File: src/rtl/core/tgarle_pkg.sv
package tgarle_pkg;

   localparam int unsigned CsrAddrWidth = 4;

   localparam logic [1:0] REG_IMAGE_WIDTH  = 2'd0;
   localparam logic [1:0] REG_IMAGE_HEIGHT = 2'd1;
   localparam logic [1:0] REG_DEPTH_IS_32  = 2'd2;
   localparam logic [1:0] REG_RLE_MODE     = 2'd3;

   localparam logic [7:0] RUN_HEADER_MIN = 8'd128;
   localparam logic [7:0] RUN_BIAS       = 8'd127;

   typedef struct packed {
      logic        depth_is_32;
      logic        rle_mode;
      logic [31:0] pixel_total;
   } tgarle_cfg_type;

   typedef struct packed {
      logic [7:0] red;
      logic [7:0] green;
      logic [7:0] blue;
      logic [7:0] alpha;
      logic [7:0] repeat_count;
      logic       image_done;
      logic       overflow_error;
   } tgarle_result_type;

endpackage

File: src/rtl/core/tgarle_core.sv
module tgarle_core (
   input  logic                         clock,
   input  logic                         reset,
   input  logic                         in_accept,
   input  logic [7:0]                   data_byte,
   input  logic                         frame_start,
   input  tgarle_pkg::tgarle_cfg_type   cfg,
   output logic                         result_valid,
   output tgarle_pkg::tgarle_result_type result
);

   logic        expect_header_ff, expect_header_in;
   logic [7:0]  packet_left_ff, packet_left_in;
   logic        run_packet_ff, run_packet_in;
   logic [1:0]  byte_position_ff, byte_position_in;
   logic [31:0] pixels_done_ff, pixels_done_in;
   logic        stopped_ff, stopped_in;
   logic [7:0]  color_ff [3];
   logic        color_we;
   logic        header_cycle;

   always_comb begin
      logic        eh;
      logic [7:0]  pl;
      logic        rp;
      logic [1:0]  bp;
      logic [31:0] pd;
      logic        st;
      logic [1:0]  last_pos;
      logic [7:0]  pix [4];
      logic [7:0]  count;
      logic [32:0] after;

      eh = frame_start ? cfg.rle_mode : expect_header_ff;
      pl = frame_start ? 8'd0 : packet_left_ff;
      rp = frame_start ? 1'b0 : run_packet_ff;
      bp = frame_start ? 2'd0 : byte_position_ff;
      pd = frame_start ? 32'd0 : pixels_done_ff;
      st = frame_start ? 1'b0 : stopped_ff;

      expect_header_in = eh;
      packet_left_in   = pl;
      run_packet_in    = rp;
      byte_position_in = bp;
      pixels_done_in   = pd;
      stopped_in       = st;
      color_we         = 1'b0;
      header_cycle     = 1'b0;
      result_valid     = 1'b0;
      result           = '0;
      last_pos         = cfg.depth_is_32 ? 2'd3 : 2'd2;
      pix[0]           = color_ff[0];
      pix[1]           = color_ff[1];
      pix[2]           = color_ff[2];
      pix[3]           = 8'd0;
      count            = 8'd1;
      after            = '0;

      if (!st) begin
         if (cfg.rle_mode && (eh || pl == 8'd0)) begin
            header_cycle = 1'b1;
            if (data_byte < tgarle_pkg::RUN_HEADER_MIN) begin
               run_packet_in  = 1'b0;
               packet_left_in = data_byte + 8'd1;
            end else begin
               run_packet_in  = 1'b1;
               packet_left_in = data_byte - tgarle_pkg::RUN_BIAS;
            end
            expect_header_in = 1'b0;
            byte_position_in = 2'd0;
         end else if (bp < last_pos) begin
            color_we         = 1'b1;
            byte_position_in = bp + 2'd1;
         end else begin
            pix[bp]          = data_byte;
            byte_position_in = 2'd0;
            if (cfg.rle_mode && rp) begin
               count          = pl;
               packet_left_in = 8'd0;
            end else if (cfg.rle_mode) begin
               packet_left_in = pl - 8'd1;
            end
            if (cfg.rle_mode && packet_left_in == 8'd0) begin
               expect_header_in = 1'b1;
            end
            after = {1'b0, pd} + {25'd0, count};
            if (after > {1'b0, cfg.pixel_total}) begin
               result.overflow_error = 1'b1;
               stopped_in            = 1'b1;
            end else begin
               pixels_done_in = after[31:0];
               if (after[31:0] == cfg.pixel_total &&
                   (!cfg.rle_mode || packet_left_in == 8'd0)) begin
                  result.image_done = 1'b1;
                  stopped_in        = 1'b1;
               end
            end
            result_valid        = 1'b1;
            result.red          = pix[2];
            result.green        = pix[1];
            result.blue         = pix[0];
            result.alpha        = cfg.depth_is_32 ? pix[3] : 8'd0;
            result.repeat_count = count;
         end
      end
   end

   always_ff @(posedge clock) begin
      if (reset) begin
         expect_header_ff <= 1'b1;
         packet_left_ff   <= 8'd0;
         run_packet_ff    <= 1'b0;
         byte_position_ff <= 2'd0;
         pixels_done_ff   <= 32'd0;
         stopped_ff       <= 1'b0;
      end else if (in_accept) begin
         expect_header_ff <= expect_header_in;
         packet_left_ff   <= packet_left_in;
         run_packet_ff    <= run_packet_in;
         byte_position_ff <= byte_position_in;
         pixels_done_ff   <= pixels_done_in;
         stopped_ff       <= stopped_in;
      end
   end

   always_ff @(posedge clock) begin
      if (in_accept && color_we) begin
         color_ff[byte_position_in - 2'd1] <= data_byte;
      end
   end

   // a word that ends the image or overflows must stop decoding
   a_stop_after_end: assert property (@(posedge clock) disable iff (reset)
      in_accept && result_valid && (result.image_done || result.overflow_error)
      |=> stopped_ff)
      else $error("decoder did not stop after end of image");

   a_header_no_word: assert property (@(posedge clock) disable iff (reset)
      in_accept && header_cycle |-> !result_valid)
      else $error("packet header produced a word");

endmodule

File: src/rtl/core/tga_rle_pixel_decoder.sv
// Targa pixel-data decoder. Software parses the file header and writes image_width,
// image_height, depth_is_32 and rle_mode over the csr port, then streams the pixel-data
// bytes in, one per word, raising req_frame_start on the first byte of each frame.
// One byte is taken every clock cycle while req_stall is low; each completed pixel
// (or run) leaves as one registered rsp word carrying red, green, blue, alpha and its
// repeat count. A two-word output buffer sits in front of rsp, so req_stall rises only
// when both entries hold words that the receiver has not taken. After image_done or
// overflow_error the decoder drops bytes until the next frame start. The pixel total is
// the registered product of width and height, updated at the same edge as the register.
module tga_rle_pixel_decoder (
   input  logic                                  clock,
   input  logic                                  reset,
   input  logic                                  req_valid,
   output logic                                  req_stall,
   input  logic [7:0]                            req_data_byte,
   input  logic                                  req_frame_start,
   output logic                                  rsp_valid,
   input  logic                                  rsp_stall,
   output logic [7:0]                            rsp_red,
   output logic [7:0]                            rsp_green,
   output logic [7:0]                            rsp_blue,
   output logic [7:0]                            rsp_alpha,
   output logic [7:0]                            rsp_repeat_count,
   output logic                                  rsp_image_done,
   output logic                                  rsp_overflow_error,
   input  logic                                  csr_psel,
   input  logic                                  csr_penable,
   input  logic                                  csr_pwrite,
   input  logic [tgarle_pkg::CsrAddrWidth-1:0]   csr_paddr,
   input  logic [31:0]                           csr_pwdata,
   output logic [31:0]                           csr_prdata,
   output logic                                  csr_pready
);

   logic [15:0] image_width_ff;
   logic [15:0] image_height_ff;
   logic        depth_is_32_ff;
   logic        rle_mode_ff;
   logic [31:0] pixel_total_ff, pixel_total_in;
   logic [15:0] width_in, height_in;
   logic        csr_write;
   logic [1:0]  csr_index;

   logic                          in_accept;
   logic                          core_valid;
   tgarle_pkg::tgarle_result_type core_result;
   tgarle_pkg::tgarle_cfg_type    cfg;

   logic                          out_valid_ff, out_valid_in;
   tgarle_pkg::tgarle_result_type out_ff, out_in;
   logic                          skid_valid_ff, skid_valid_in;
   tgarle_pkg::tgarle_result_type skid_ff;
   logic                          out_take;
   logic                          new_word;

   assign csr_pready = 1'b1;
   assign csr_index  = csr_paddr[3:2];
   assign csr_write  = csr_psel && csr_penable && csr_pwrite;

   always_comb begin
      case (csr_index)
         tgarle_pkg::REG_IMAGE_WIDTH:  csr_prdata = {16'd0, image_width_ff};
         tgarle_pkg::REG_IMAGE_HEIGHT: csr_prdata = {16'd0, image_height_ff};
         tgarle_pkg::REG_DEPTH_IS_32:  csr_prdata = {31'd0, depth_is_32_ff};
         tgarle_pkg::REG_RLE_MODE:     csr_prdata = {31'd0, rle_mode_ff};
         default:                      csr_prdata = 32'd0;
      endcase
   end

   assign width_in  = (csr_write && csr_index == tgarle_pkg::REG_IMAGE_WIDTH) ?
                      csr_pwdata[15:0] : image_width_ff;
   assign height_in = (csr_write && csr_index == tgarle_pkg::REG_IMAGE_HEIGHT) ?
                      csr_pwdata[15:0] : image_height_ff;
   assign pixel_total_in = width_in * height_in;

   always_ff @(posedge clock) begin
      if (reset) begin
         image_width_ff  <= 16'd1;
         image_height_ff <= 16'd1;
         depth_is_32_ff  <= 1'b0;
         rle_mode_ff     <= 1'b1;
         pixel_total_ff  <= 32'd1;
      end else begin
         image_width_ff  <= width_in;
         image_height_ff <= height_in;
         pixel_total_ff  <= pixel_total_in;
         if (csr_write && csr_index == tgarle_pkg::REG_DEPTH_IS_32) begin
            depth_is_32_ff <= csr_pwdata[0];
         end
         if (csr_write && csr_index == tgarle_pkg::REG_RLE_MODE) begin
            rle_mode_ff <= csr_pwdata[0];
         end
      end
   end

   assign cfg.depth_is_32 = depth_is_32_ff;
   assign cfg.rle_mode    = rle_mode_ff;
   assign cfg.pixel_total = pixel_total_ff;

   assign req_stall = skid_valid_ff;
   assign in_accept = req_valid && !skid_valid_ff;

   tgarle_core u_core (
      .clock        (clock),
      .reset        (reset),
      .in_accept    (in_accept),
      .data_byte    (req_data_byte),
      .frame_start  (req_frame_start),
      .cfg          (cfg),
      .result_valid (core_valid),
      .result       (core_result)
   );

   assign new_word = in_accept && core_valid;
   assign out_take = out_valid_ff && !rsp_stall;

   always_comb begin
      out_valid_in  = out_valid_ff;
      out_in        = out_ff;
      skid_valid_in = skid_valid_ff;
      if (!out_valid_ff || out_take) begin
         skid_valid_in = 1'b0;
         if (skid_valid_ff) begin
            out_valid_in = 1'b1;
            out_in       = skid_ff;
         end else begin
            out_valid_in = new_word;
            out_in       = core_result;
         end
      end else if (new_word) begin
         skid_valid_in = 1'b1;
      end
   end

   always_ff @(posedge clock) begin
      if (reset) begin
         out_valid_ff  <= 1'b0;
         skid_valid_ff <= 1'b0;
      end else begin
         out_valid_ff  <= out_valid_in;
         skid_valid_ff <= skid_valid_in;
      end
   end

   always_ff @(posedge clock) begin
      out_ff <= out_in;
      if (new_word && out_valid_ff && !out_take) begin
         skid_ff <= core_result;
      end
   end

   assign rsp_valid          = out_valid_ff;
   assign rsp_red            = out_ff.red;
   assign rsp_green          = out_ff.green;
   assign rsp_blue           = out_ff.blue;
   assign rsp_alpha          = out_ff.alpha;
   assign rsp_repeat_count   = out_ff.repeat_count;
   assign rsp_image_done     = out_ff.image_done;
   assign rsp_overflow_error = out_ff.overflow_error;

   a_skid_behind_out: assert property (@(posedge clock) disable iff (reset)
      skid_valid_ff |-> out_valid_ff)
      else $error("skid entry held while output register empty");

   a_done_xor_err: assert property (@(posedge clock) disable iff (reset)
      out_valid_ff |-> !(out_ff.image_done && out_ff.overflow_error))
      else $error("word flags both done and overflow");

   a_count_nonzero: assert property (@(posedge clock) disable iff (reset)
      out_valid_ff |-> out_ff.repeat_count != 8'd0)
      else $error("word with zero repeat count");

endmodule

File: config.mk
export PLATFORM = sky130hd
export DESIGN_NAME = tga_rle_pixel_decoder
export DESIGN_NICKNAME = d
export VERILOG_FILES = /design/src/rtl/core/tgarle_pkg.sv /design/src/rtl/core/tgarle_core.sv /design/src/rtl/core/tga_rle_pixel_decoder.sv
export SDC_FILE = /design/constraint.sdc
export NUM_CORES = 1
export LEC_CHECK = 0
export BUFFER_PORTS_ARGS = -buffer_cell sky130_fd_sc_hd__buf_2
export CAP_MARGIN = 10
export CORE_MARGIN = 5
export CORE_UTILIZATION = 25
export DETAILED_ROUTE_END_ITERATION = 8
export PLACE_DENSITY = 0.38
export SETUP_SLACK_MARGIN = 0.05
export SYNTH_ARGS = -nofsm -noshare
export SYNTH_HDL_FRONTEND = slang
export SYNTH_SLANG_ARGS = --single-unit
File: constraint.sdc
create_clock -name clock -period 16.5 [get_ports clock]
set_input_delay 4.95 -clock clock [delete_from_list [all_inputs] [get_ports clock]]
set_output_delay 4.95 -clock clock [all_outputs]
set_load 0.02 [all_outputs]
==> impl_results.md, run 1 <==
* Worst hold start: u_core.expect_header_ff$_SDFFE_PP1P_
* Post-Route Utilization at between 20 and 30%
* Buf/Inv on CP at 6
* Initial antenna violation count at 1
* Post-synth EDFFs at between 100 and 150
* Tmin final at around 13,000 ps
* Synth Cell Area at 19,340 um2
* Largest net degree at the start of global routing at 78
* GRT Util Overall at 13.85%
* Final TNS setup at 0 ps
* Die H at 288.2 um
* Clock slew at reported path FFs at 50 ps
* Startpoint Class: primary input
* Final setup violation count at 0
* R2R depth at 22
* Wire length of the first global-routing pass at 90.87 mm
* Unrepaired setup endpoints after global routing: false
* Avg Cell Area, Syn at 9.422 um2
* Worst-Margin Slew at 1221 ps
* Maximum net fanout on the critical path at 20
* Final wirelength at 57.63 mm
* # DRC at 0
* Via count at between 10k and 15k
* Worst path arrival time at 13,150 ps
* Placed cells at 3,129
* Final Hold Vio Count at 0
* YS warnings at 0
* Cell row count at 102
* Skew final at 11.80 ps
* Ant diodes at 0
* Status: finished, final reports clean
* Setup CP Type: in2reg
* Vias in the first global route at 15.42k
* Top cell type's share of synthesized area at 20.18%
* Synth unique cells at 75
* Post-synthesis register bit count at 221
* Share of cells above drive strength 1 at 11.11%
* Power per cell area at 60.54 nW/um2
* CTS Hold Bufs at 0
* Post-synth top area cell: fa_1
* Clock latency at the later pin of the worst-skew pair at 590 ps
* Crit-path most repeated cell: fa_1
* Cells after Synth at just over 2k
* Max_slew headroom at 16.26%
* Ranking of synthesized cells by area: fa_1 (20%), edfxtp_1 (17%), dfxtp_1 (12%), ha_1 (9.8%), inv_1 (5.3%)
* CTS buffer count at 29
* Peak VDD IR at 0.07454 mV
* Max-slew violation count at 0
* CTS tree: built
* Pleak at about 0.0098 uW
* Vias/cell at 4.530
* Boundary pin count at roughly 130
* DRT iter0 DRCs at 580
* Total gr overflow at 0
* Die width at about 290 um
* Synthesis-to-finish area growth at 13.18%
* Crit path capture type: register
* # fillers at between 8k and 9k
* Post-CTS Setup Bufs at 0
* Min-delay worst type: reg2reg
* Setup ws final at between 3000 and 4000 ps
* Port Buf Inserts at 93
* Main synth FF type: dfxtp_1
* Sequential element share of the synthesized area at 28.46%
* Post-DP HPWL at between 40 and 50 mm
* Finished Layout Cells at 3,182
* Worst Hold End: u_core.expect_header_ff$_SDFFE_PP1P_
* CTS HTree Levels at 1
* Post-CTS Resized at 0
* Top post-synthesis cells by count: inv_1 (274), nor2_1 (274), nand2_1 (208), fa_1 (195), ha_1 (151)
* Max-cap viol count at 0
* Crit-path slowest cell: mux2i_1
* Peak Freq at around 79 MHz
* Routability congestion estimate from global placement at about 0.84
* Worst path required time at 16,970 ps
* Crit-path leading delay family: adder cells
* Final ANT Viol Nets at 0
* DIE AREA at 83,040 um2
* # clock sinks at 221
* Final cycle utilization of the critical path at around three quarters
* Core area at approximately 77,000 um2
* Root Driver: clkbuf_16
* Initial core utilization at 25.09%
* Max clock buf depth at 3
* Async SR Flop Fraction at 0%
* Wire length per cell at 18.11 um
* Final-stage net count at approximately 2.5k
* Drt pass-1 iters at 5
* Max incr delay on CP at 910 ps
* Worst Hold Depth at 2
* Setup slack at placement at 3161 ps
* Reg2Reg Setup Slack at 9310 ps
* Reg2reg end: pixel_total_ff[31]$_SDFF_PP0_
* R2r startpoint: image_width_ff[7]$_SDFF_PP0_
## kinds of logic (layout without fill, tap and decap cells)
group / Yosys count / after routing / share of synthesized area (%)
other: 2 / 17 / 0.03882
buffers and inverters: 373 / 447 / 7.639
AO/OA/AOI/OAI: 256 / 256 / 9.043
multiplexers: 117 / 117 / 6.410
XOR/XNOR: 59 / 59 / 2.671
AND/OR/NAND/NOR: 679 / 679 / 15.79
adder cells (fa/ha/maj): 346 / 346 / 29.95
flip-flops: 221 / 221 / 28.46
## how the worst max path moves through the flow
stage	start	to	slack, ps	cells past startpoint
after global routing	csr_paddr[2]	pixel_total_ff[31]$_SDFF_PP0_	3350	25
after global placement	csr_paddr[2]	pixel_total_ff[31]$_SDFF_PP0_	3200	25
after floorplan	csr_paddr[2]	pixel_total_ff[31]$_SDFF_PP0_	4430	26
after detailed placement	csr_paddr[2]	pixel_total_ff[31]$_SDFF_PP0_	3160	25
final	csr_paddr[2]	pixel_total_ff[31]$_SDFF_PP0_	3820	25
after CTS	csr_paddr[2]	pixel_total_ff[31]$_SDFF_PP0_	3780	25
## worst register-to-register path: stages, from the launching register on
cell	delay, ps
dfxtp_1	320
mux2i_1	790
nor2_1	170
fa_1	550
inv_1	50
fa_1	460
fa_1	510
inv_1	60
fa_1	490
fa_1	490
inv_1	50
fa_1	480
inv_1	40
ha_1	360
a21o_1	200
or3_1	320
a311oi_1	430
o41ai_2	230
a31oi_2	310
o211ai_1	130
a31oi_1	300
a2111oi_0	150
o21bai_1	200
## layout make-up
cell class	count	area, um2	share of cell area [%]
multi-input combinational	1474	12460	56.91
sequential	221	5507	25.15
tap	1040	1301	5.944
inverter	274	1028	4.698
clock buffer	37	765.7	3.498
timing repair buffer	120	670.6	3.063
clock inverter	16	161.4	0.7372
## per-stage QoR
step | instance area (um2) | hold slack, ps | total power [uW]
finish | 21890 | 468.1 | 1325
CTS | 21890 | 471.8 | 1353
global placement | 20970 | 452.2 | 718.2
global route | 21890 | 492.6 | 1385
detailed placement | 20970 | 457.6 | 718.5
floorplan | 19400 | 433.9 | 674.6
## power breakdown
group          total [uW]  internal [uW]  switching (uW)
registers             584            578            6.48
logic                 122           36.2            85.4
clock network         620            361             259
total                1330            974             351
## cell usage in the layout, fill, tap and decap left out, drive strengths merged, types with 5 or more instances in the layout
cell type,instances
o31ai,31
nand4,15
a31oi,13
o21bai,8
dfxtp,113
a211oi,15
clkbuf,37
or3,6
xor2,27
inv,275
buf,120
clkinv,11
nand3,35
nand2b,20
nor3,22
edfxtp,108
nor2,276
xnor2,32
o21a,7
a21o,23
and3,31
nor2b,27
a22o,18
fa,195
mux2,45
mux2i,71
or4,5
o21ai,39
conb,17
ha,151
o211ai,10
a21oi,62
nand2,210
and2,17
## flip-flops by register name (all words and copies together), names as in the netlist, 2 cells and up
signal,count
skid_ff,42
pixel_total_ff,32
u_core.pixels_done_ff,32
u_core.color_ff,24
image_height_ff,16
image_width_ff,16
rsp_alpha,8
rsp_blue,8
rsp_green,8
rsp_red,8
rsp_repeat_count,8
u_core.packet_left_ff,8
u_core.byte_position_ff,2
## per-layer routing
metal  track usage [%]  wire (um)
met1             18.46      26390
met2             24.01      27350
met3             1.657       2301
met4             3.449       1599
met5                 0          0
No activity file was read; power rests on OpenSTA's default activity.
==> run 2, diff against run 1 <==
--- a/config.mk
+++ b/config.mk
@@ -5,6 +5,7 @@
 export SDC_FILE = /design/constraint.sdc
 export NUM_CORES = 1
 export LEC_CHECK = 0
+export ABC_AREA = 1
 export BUFFER_PORTS_ARGS = -buffer_cell sky130_fd_sc_hd__buf_2
 export CAP_MARGIN = 10
 export CORE_MARGIN = 5
==> constraint.sdc (replaced) <==
create_clock -name clock -period 12.25 [get_ports clock]
set_input_delay 3.675 -clock clock [delete_from_list [all_inputs] [get_ports clock]]
set_output_delay 3.675 -clock clock [all_outputs]
set_load 0.02 [all_outputs]
==> impl_results.md, run 2 <==
* Post-synthesis register bit count at 221
* Async SR Flop Fraction at 0%
* Root Driver: clkbuf_16
* Tmin final at roughly 11,000 ps
* Final ANT Viol Nets at 0
* Min-delay worst type: reg2reg
* Most frequent cells in the layout: nand2_1 (548), inv_1 (480), nor2_1 (272)
* Top cell type's share of synthesized area at about 20%
* Startpoint Class: primary input
* Post-CTS Setup Bufs at 0
* Final-stage net count at 2,960
* Multi-input gate area at around 12,000 um2
* GRT Util Overall at 14.32%
* Total gr overflow at 0
* DRT iter0 DRCs at 811
* Crit-path slowest cell: clkinv_1
* Crit-path most repeated cell: fa_1
* Peak Freq at 92.73 MHz
* Skew final at 14.24 ps
* CTS tree: built
* Final wirelength at approximately 62 mm
* Top-count cell post-synth: nand2_1
* Power per cell area at 77.32 nW/um2
* Drt pass-1 iters at 5
* Peak VDD IR at 0.09226 mV
* Biggest regs: skid_ff (42), pixel_total_ff (32), u_core.pixels_done_ff (32)
* YS warnings at 0
* Cell row count at between 100 and 150
* Vias in the first global route at 16.92k
* CTS buffer count at 27
* Final TNS setup at 0 ps
* Max clock buf depth at 3
* Crit-path leading delay family: adder cells
* Post-synth EDFFs at around 110
* Boundary pin count at between 100 and 150
* Pleak at roughly 0.011 uW
* Post-synth top area cell: fa_1
* Most flop-heavy register: skid_ff
* Crit path capture type: register
* Largest net degree at the start of global routing at 82
* Avg Cell Area, Syn at around 8.0 um2
* Top post-synthesis cells by count: nand2_1 (549), inv_1 (480), nor2_1 (273), fa_1 (195), ha_1 (151)
* Largest register FFs at 42
* Initial antenna violation count at 1
* Unrepaired setup endpoints after global routing: false
* Ranking of synthesized cells by area: fa_1 (20%), edfxtp_1 (16%), dfxtp_1 (11%), nand2_1 (10%), ha_1 (9.4%)
* Share of cells above drive strength 1 at 9.717%
* Final setup violation count at 0
* # fillers at between 8k and 9k
* Max-cap viol count at 0
* Die width at 292.9 um
* Ant diodes at 0
* FF+latch area at 5505 um2
* Clock latency at the later pin of the worst-skew pair at approximately 570 ps
* Max incr delay on CP at approximately 700 ps
* Design Area, Final at around 22,000 um2
* Sequential element share of the synthesized area at 27.52%
* Setup CP Type: in2reg
* Worst-Margin Slew at 1180 ps
* Synth Cell Area at ~20,000 um2
* Die H at 292.9 um
* Routability congestion estimate from global placement at 0.8519
* Final cycle utilization of the critical path at about 88%
* Worst path arrival time at between 10,000 and 15,000 ps
* Maximum net fanout on the critical path at 32
* Vias/cell at 4.438
* Post-DP HPWL at 48.03 mm
* Cell Area, Placed at ~22,000 um2
* # DRC at 0
* Worst Hold Depth at 2
* Final Hold Vio Count at 0
* # clock sinks at 221
* Max_slew headroom at between 20% and 30%
* Max-slew violation count at 0
* Wire length per cell at 16.94 um
* Wire length of the first global-routing pass at 97.35 mm
* Core area at 79,130 um2
* Status: finished, final reports clean
* Port Buf Inserts at 93
* Leading cell type in the layout, fill and taps excluded: nand2_1
* Main synth FF type: dfxtp_1
* DIE AREA at 85,770 um2
* Crit path depth at 29
* Synth unique cells at 63
* Clock slew at reported path FFs at 60 ps
* R2R depth at 26
* Buf/Inv on CP at 8
* CTS Hold Bufs at 0
* Post-CTS Resized at 0
* Cells after Synth at 2,488
* CTS HTree Levels at 1
* Worst path required time at around 13,000 ps
* Synthesis-to-finish area growth at 12.30%
* Initial core utilization at 25.28%
* Via count at ~16k
-- run 2: per-stage QoR --
stage | setup WS, ps | instances | utilization, % | total power (uW) | hold WS (ps)
global route | 919.1 | 3633 | 28.39 | 1827 | 487.1
floorplan | 2497 | 2503 | - | 927.9 | 435.3
finish | 1466 | 3633 | 28.39 | 1737 | 464.3
CTS | 1509 | 3633 | 28.39 | 1775 | 468.1
detailed placement | 978.1 | 3583 | 27.35 | 995.3 | 454.0
global placement | 1016 | 3583 | 27.35 | 994.6 | 447.7
-- run 2: power by group --
part | switching (uW) | internal (uW) | leakage, uW
logic | 141 | 52.6 | 0.00811
registers | 4.40 | 780 | 0.00204
clock network | 333 | 427 | 0.000404
total | 478 | 1260 | 0.0106
-- run 2: layout make-up --
cell class	instances	area share, %
Clock buffer	32	3.091
Multi-Input combinational cell	1683	54.26
Sequential cell	221	24.51
Tap cell	1050	5.848
Inverter	495	8.271
Timing Repair Buffer	134	3.442
Clock inverter	18	0.5848
-- run 2: final timing paths --
kind	slack [ps]	end	from
worst max register to register	5230	pixel_total_ff[28]$_SDFF_PP0_	image_width_ff[10]$_SDFF_PP0_
worst min-delay path	460	u_core.pixels_done_ff[4]$_SDFFE_PP0P_	u_core.pixels_done_ff[4]$_SDFFE_PP0P_
worst max-delay path	1470	pixel_total_ff[28]$_SDFF_PP0_	csr_pwrite
worst min register to register	460	u_core.pixels_done_ff[4]$_SDFFE_PP0P_	u_core.pixels_done_ff[4]$_SDFFE_PP0P_
-- run 2: worst reg2reg max path: stages, from the launching register on --
cell      delay, ps
dfxtp_1         290
inv_1            70
nand2_1          70
o21ai_2         270
clkinv_1        680
nand2_1         250
fa_1            460
fa_1            550
inv_1            70
fa_1            550
fa_1            430
fa_1            490
inv_1            50
fa_1            470
inv_1            40
ha_1            330
nand2_1         120
nor2_1          160
nor3b_1         350
nand4_1         180
nand3_1         230
a21oi_1         150
o21ai_0         350
a21oi_1         140
nand2_1          80
nand2_1          40
nor2_1          120
-- run 2: kinds of logic after synthesis --
kind of cell	share of synthesized area (%)
fa+ha+maj	28.96
buf+inv	11.88
compound gates	9.357
simple gates	20.53
xor+xnor	1.489
other cells	0.03754
mux	0.2252
flops	27.52
-- run 2: per-layer routing --
metal,vias to the layer above,GRT usage (%),wire [um]
met1,7882,18.82,27560
met2,317,25.94,30620
li1,7868,-,-
met5,-,0,13
met4,2,2.309,1012
met3,53,1.425,2356
==> run 3, diff against run 2 <==
--- a/config.mk
+++ b/config.mk
@@ -6,13 +6,13 @@
 export NUM_CORES = 1
 export LEC_CHECK = 0
 export ABC_AREA = 1
-export BUFFER_PORTS_ARGS = -buffer_cell sky130_fd_sc_hd__buf_2
+export BUFFER_PORTS_ARGS = -buffer_cell sky130_fd_sc_hd__clkbuf_2
 export CAP_MARGIN = 10
 export CORE_MARGIN = 5
 export CORE_UTILIZATION = 25
+export CTS_CLUSTER_SIZE = 25
 export DETAILED_ROUTE_END_ITERATION = 8
 export PLACE_DENSITY = 0.38
-export SETUP_SLACK_MARGIN = 0.05
 export SYNTH_ARGS = -nofsm -noshare
 export SYNTH_HDL_FRONTEND = slang
 export SYNTH_SLANG_ARGS = --single-unit
==> impl_results.md, run 3 (synthesis gave the netlist of run 2 again) <==
* Routability congestion estimate from global placement at around 0.85
* Final cycle utilization of the critical path at 88.21%
* Power per cell area at roughly 79 nW/um2
* Initial core utilization at around a quarter
* Core area at 79,130 um2
* Worst path required time at 12,750 ps
* Drt pass-1 iters at 5
* Comb power frac at 11.0%
* Ant diodes at 0
* Max incr delay on CP at 700 ps
* Wire length of the first global-routing pass at 98.33 mm
* Finished Layout Cells at 3,633
* Leading cell type in the layout, fill and taps excluded: nand2_1
* Clock latency at the later pin of the worst-skew pair at 580 ps
* Clock slew at reported path FFs at 60 ps
* Unrepaired setup endpoints after global routing: false
* Clock share of power at 44.6%
* Setup slack at placement at between 900 and 1000 ps
* Final ANT Viol Nets at 0
* # clock sinks at 221
* Worst path arrival time at approximately 11,000 ps
* CTS buffer count at 27
* CTS tree: built
* Biggest regs: skid_ff (42), pixel_total_ff (32), u_core.pixels_done_ff (32)
* Pleak at 0.01053 uW
* Startpoint Class: primary input
* Crit path capture type: register
* Max clock buf depth at 3
* Setup ws final at between 1000 and 1500 ps
* Tmin final at 10,810 ps
* Final TNS setup at 0 ps
* Crit-path slowest cell: clkinv_1
* GRT Util Overall at 14.42%
* Die H at 292.9 um
* Initial antenna violation count at 0
* Final setup violation count at 0
* DRT iter0 DRCs at 872
* Multi-input gate area at approximately 12,000 um2
* Int Power at 1275 uW
* CTS HTree Levels at 1
* Die width at roughly 300 um
* Max_slew headroom at 21.34%
* Switching share of power at 27.86%
* Max-slew violation count at 0
* Vias/cell at between 4 and 5
* Max-cap viol count at 0
* # DRC at 0
* Setup CP Type: in2reg
* Final-stage net count at 2,960
* Vias in the first global route at between 15k and 20k
* CTS Hold Bufs at 0
* Post-DP HPWL at 48.13 mm
* Most frequent cells in the layout: nand2_1 (548), inv_1 (480), nor2_1 (272)
* Skew final at roughly 22 ps
* Crit-path most repeated cell: fa_1
* Peak VDD IR at between 0.1 and 0.15 mV
* Worst-Margin Slew at ~1200 ps
* Total gr overflow at 0
* Largest net degree at the start of global routing at 82
* # fillers at 8,695
* Synthesis-to-finish area growth at 12.51%
* Seq pwr share at between 40% and 50%
* Share of cells above drive strength 1 at 10.03%
* Most flop-heavy register: skid_ff
* Placed cells at approximately 3.6k
* Boundary pin count at about 130
* Status: finished, final reports clean
* Cell row count at 103
* Min-delay worst type: reg2reg
* Largest register FFs at 42
* Port Buf Inserts at 93
* Peak Freq at between 90 and 100 MHz
* Post-CTS Setup Bufs at 0
* Via count at 16.22k
* DIE AREA at roughly 86,000 um2
* Final Hold Vio Count at 0
* Post-CTS Resized at 0
* Wire length per cell at 17.01 um
* Final wirelength at 61.81 mm
* Root Driver: clkbuf_16
* Maximum net fanout on the critical path at 32
* Net Switching at approximately 490 uW
* FF+latch area at 5505 um2
-- run 3: cell types whose count changed in the layout (fill, tap and decap cells not counted) --
cell        change
inv_6           +3
buf_2          -92
clkinv_2        +2
clkbuf_8        +2
clkbuf_1        -3
clkinvlp_4      +1
clkinv_1        -5
clkbuf_2       +92
-- run 3: worst max-delay path, delay by kind of cell --
kind	cells	cell delay, ps
AO/OA/AOI/OAI	4	1290
adder cells (fa/ha/maj)	7	3240
buffers and inverters	8	1420
AND/OR/NAND/NOR	10	1660
-- run 3: area by class of cell --
cell class | count | area share [%]
multi-input cells | 1683 | 54.16
flip-flops and latches | 221 | 24.46
inverters | 495 | 8.255
well taps | 1050 | 5.837
repair buffers | 134 | 3.436
clock buffers | 31 | 3.158
clock inverters | 19 | 0.6949
-- run 3: power groups by stage --
stage	clock [uW]	combinational (uW)	sequential, uW
2_1_floorplan	0	129	799
3_3_place_gp	0	194	800
3_5_place_dp	0	196	800
4_1_cts	820	196	784
5_1_grt	849	219	785
6_report	788	195	784
-- run 3: worst paths after layout --
kind              slack, ps                                   from                               endpoint  cells after the start
setup / recovery       1440                             csr_pwrite          pixel_total_ff[28]$_SDFF_PP0_                     29
hold / removal          460  u_core.pixels_done_ff[4]$_SDFFE_PP0P_  u_core.pixels_done_ff[4]$_SDFFE_PP0P_                      2
setup reg to reg       5170          image_width_ff[10]$_SDFF_PP0_          pixel_total_ff[28]$_SDFF_PP0_                     26
hold reg to reg         460  u_core.pixels_done_ff[4]$_SDFFE_PP0P_  u_core.pixels_done_ff[4]$_SDFFE_PP0P_                      2
-- run 3: metal layers --
| metal | vias up | GRT usage (%) | share of wire [%] |
|---|---|---|---|
| met4 | 0 | 2.309 | 1.6 |
| li1 | 7881 | - | - |
| met5 | - | 0 | 0 |
| met2 | 316 | 25.89 | 49 |
| met1 | 7966 | 19.20 | 45 |
| met3 | 60 | 1.388 | 3.9 |
-- run 3: through the flow --
| stage | hold slack, ps | instance area (um2) | total power (uW) | utilization [%] |
|---|---|---|---|---|
| after floorplan | 435.3 | 20060 | 927.9 | - |
| after global placement | 447.9 | 21640 | 994.5 | 27.35 |
| after detailed placement | 454.0 | 21640 | 995.8 | 27.35 |
| after CTS | 465.1 | 22510 | 1801 | 28.44 |
| after global routing | 487.5 | 22510 | 1852 | 28.44 |
| final | 464.8 | 22510 | 1767 | 28.44 |
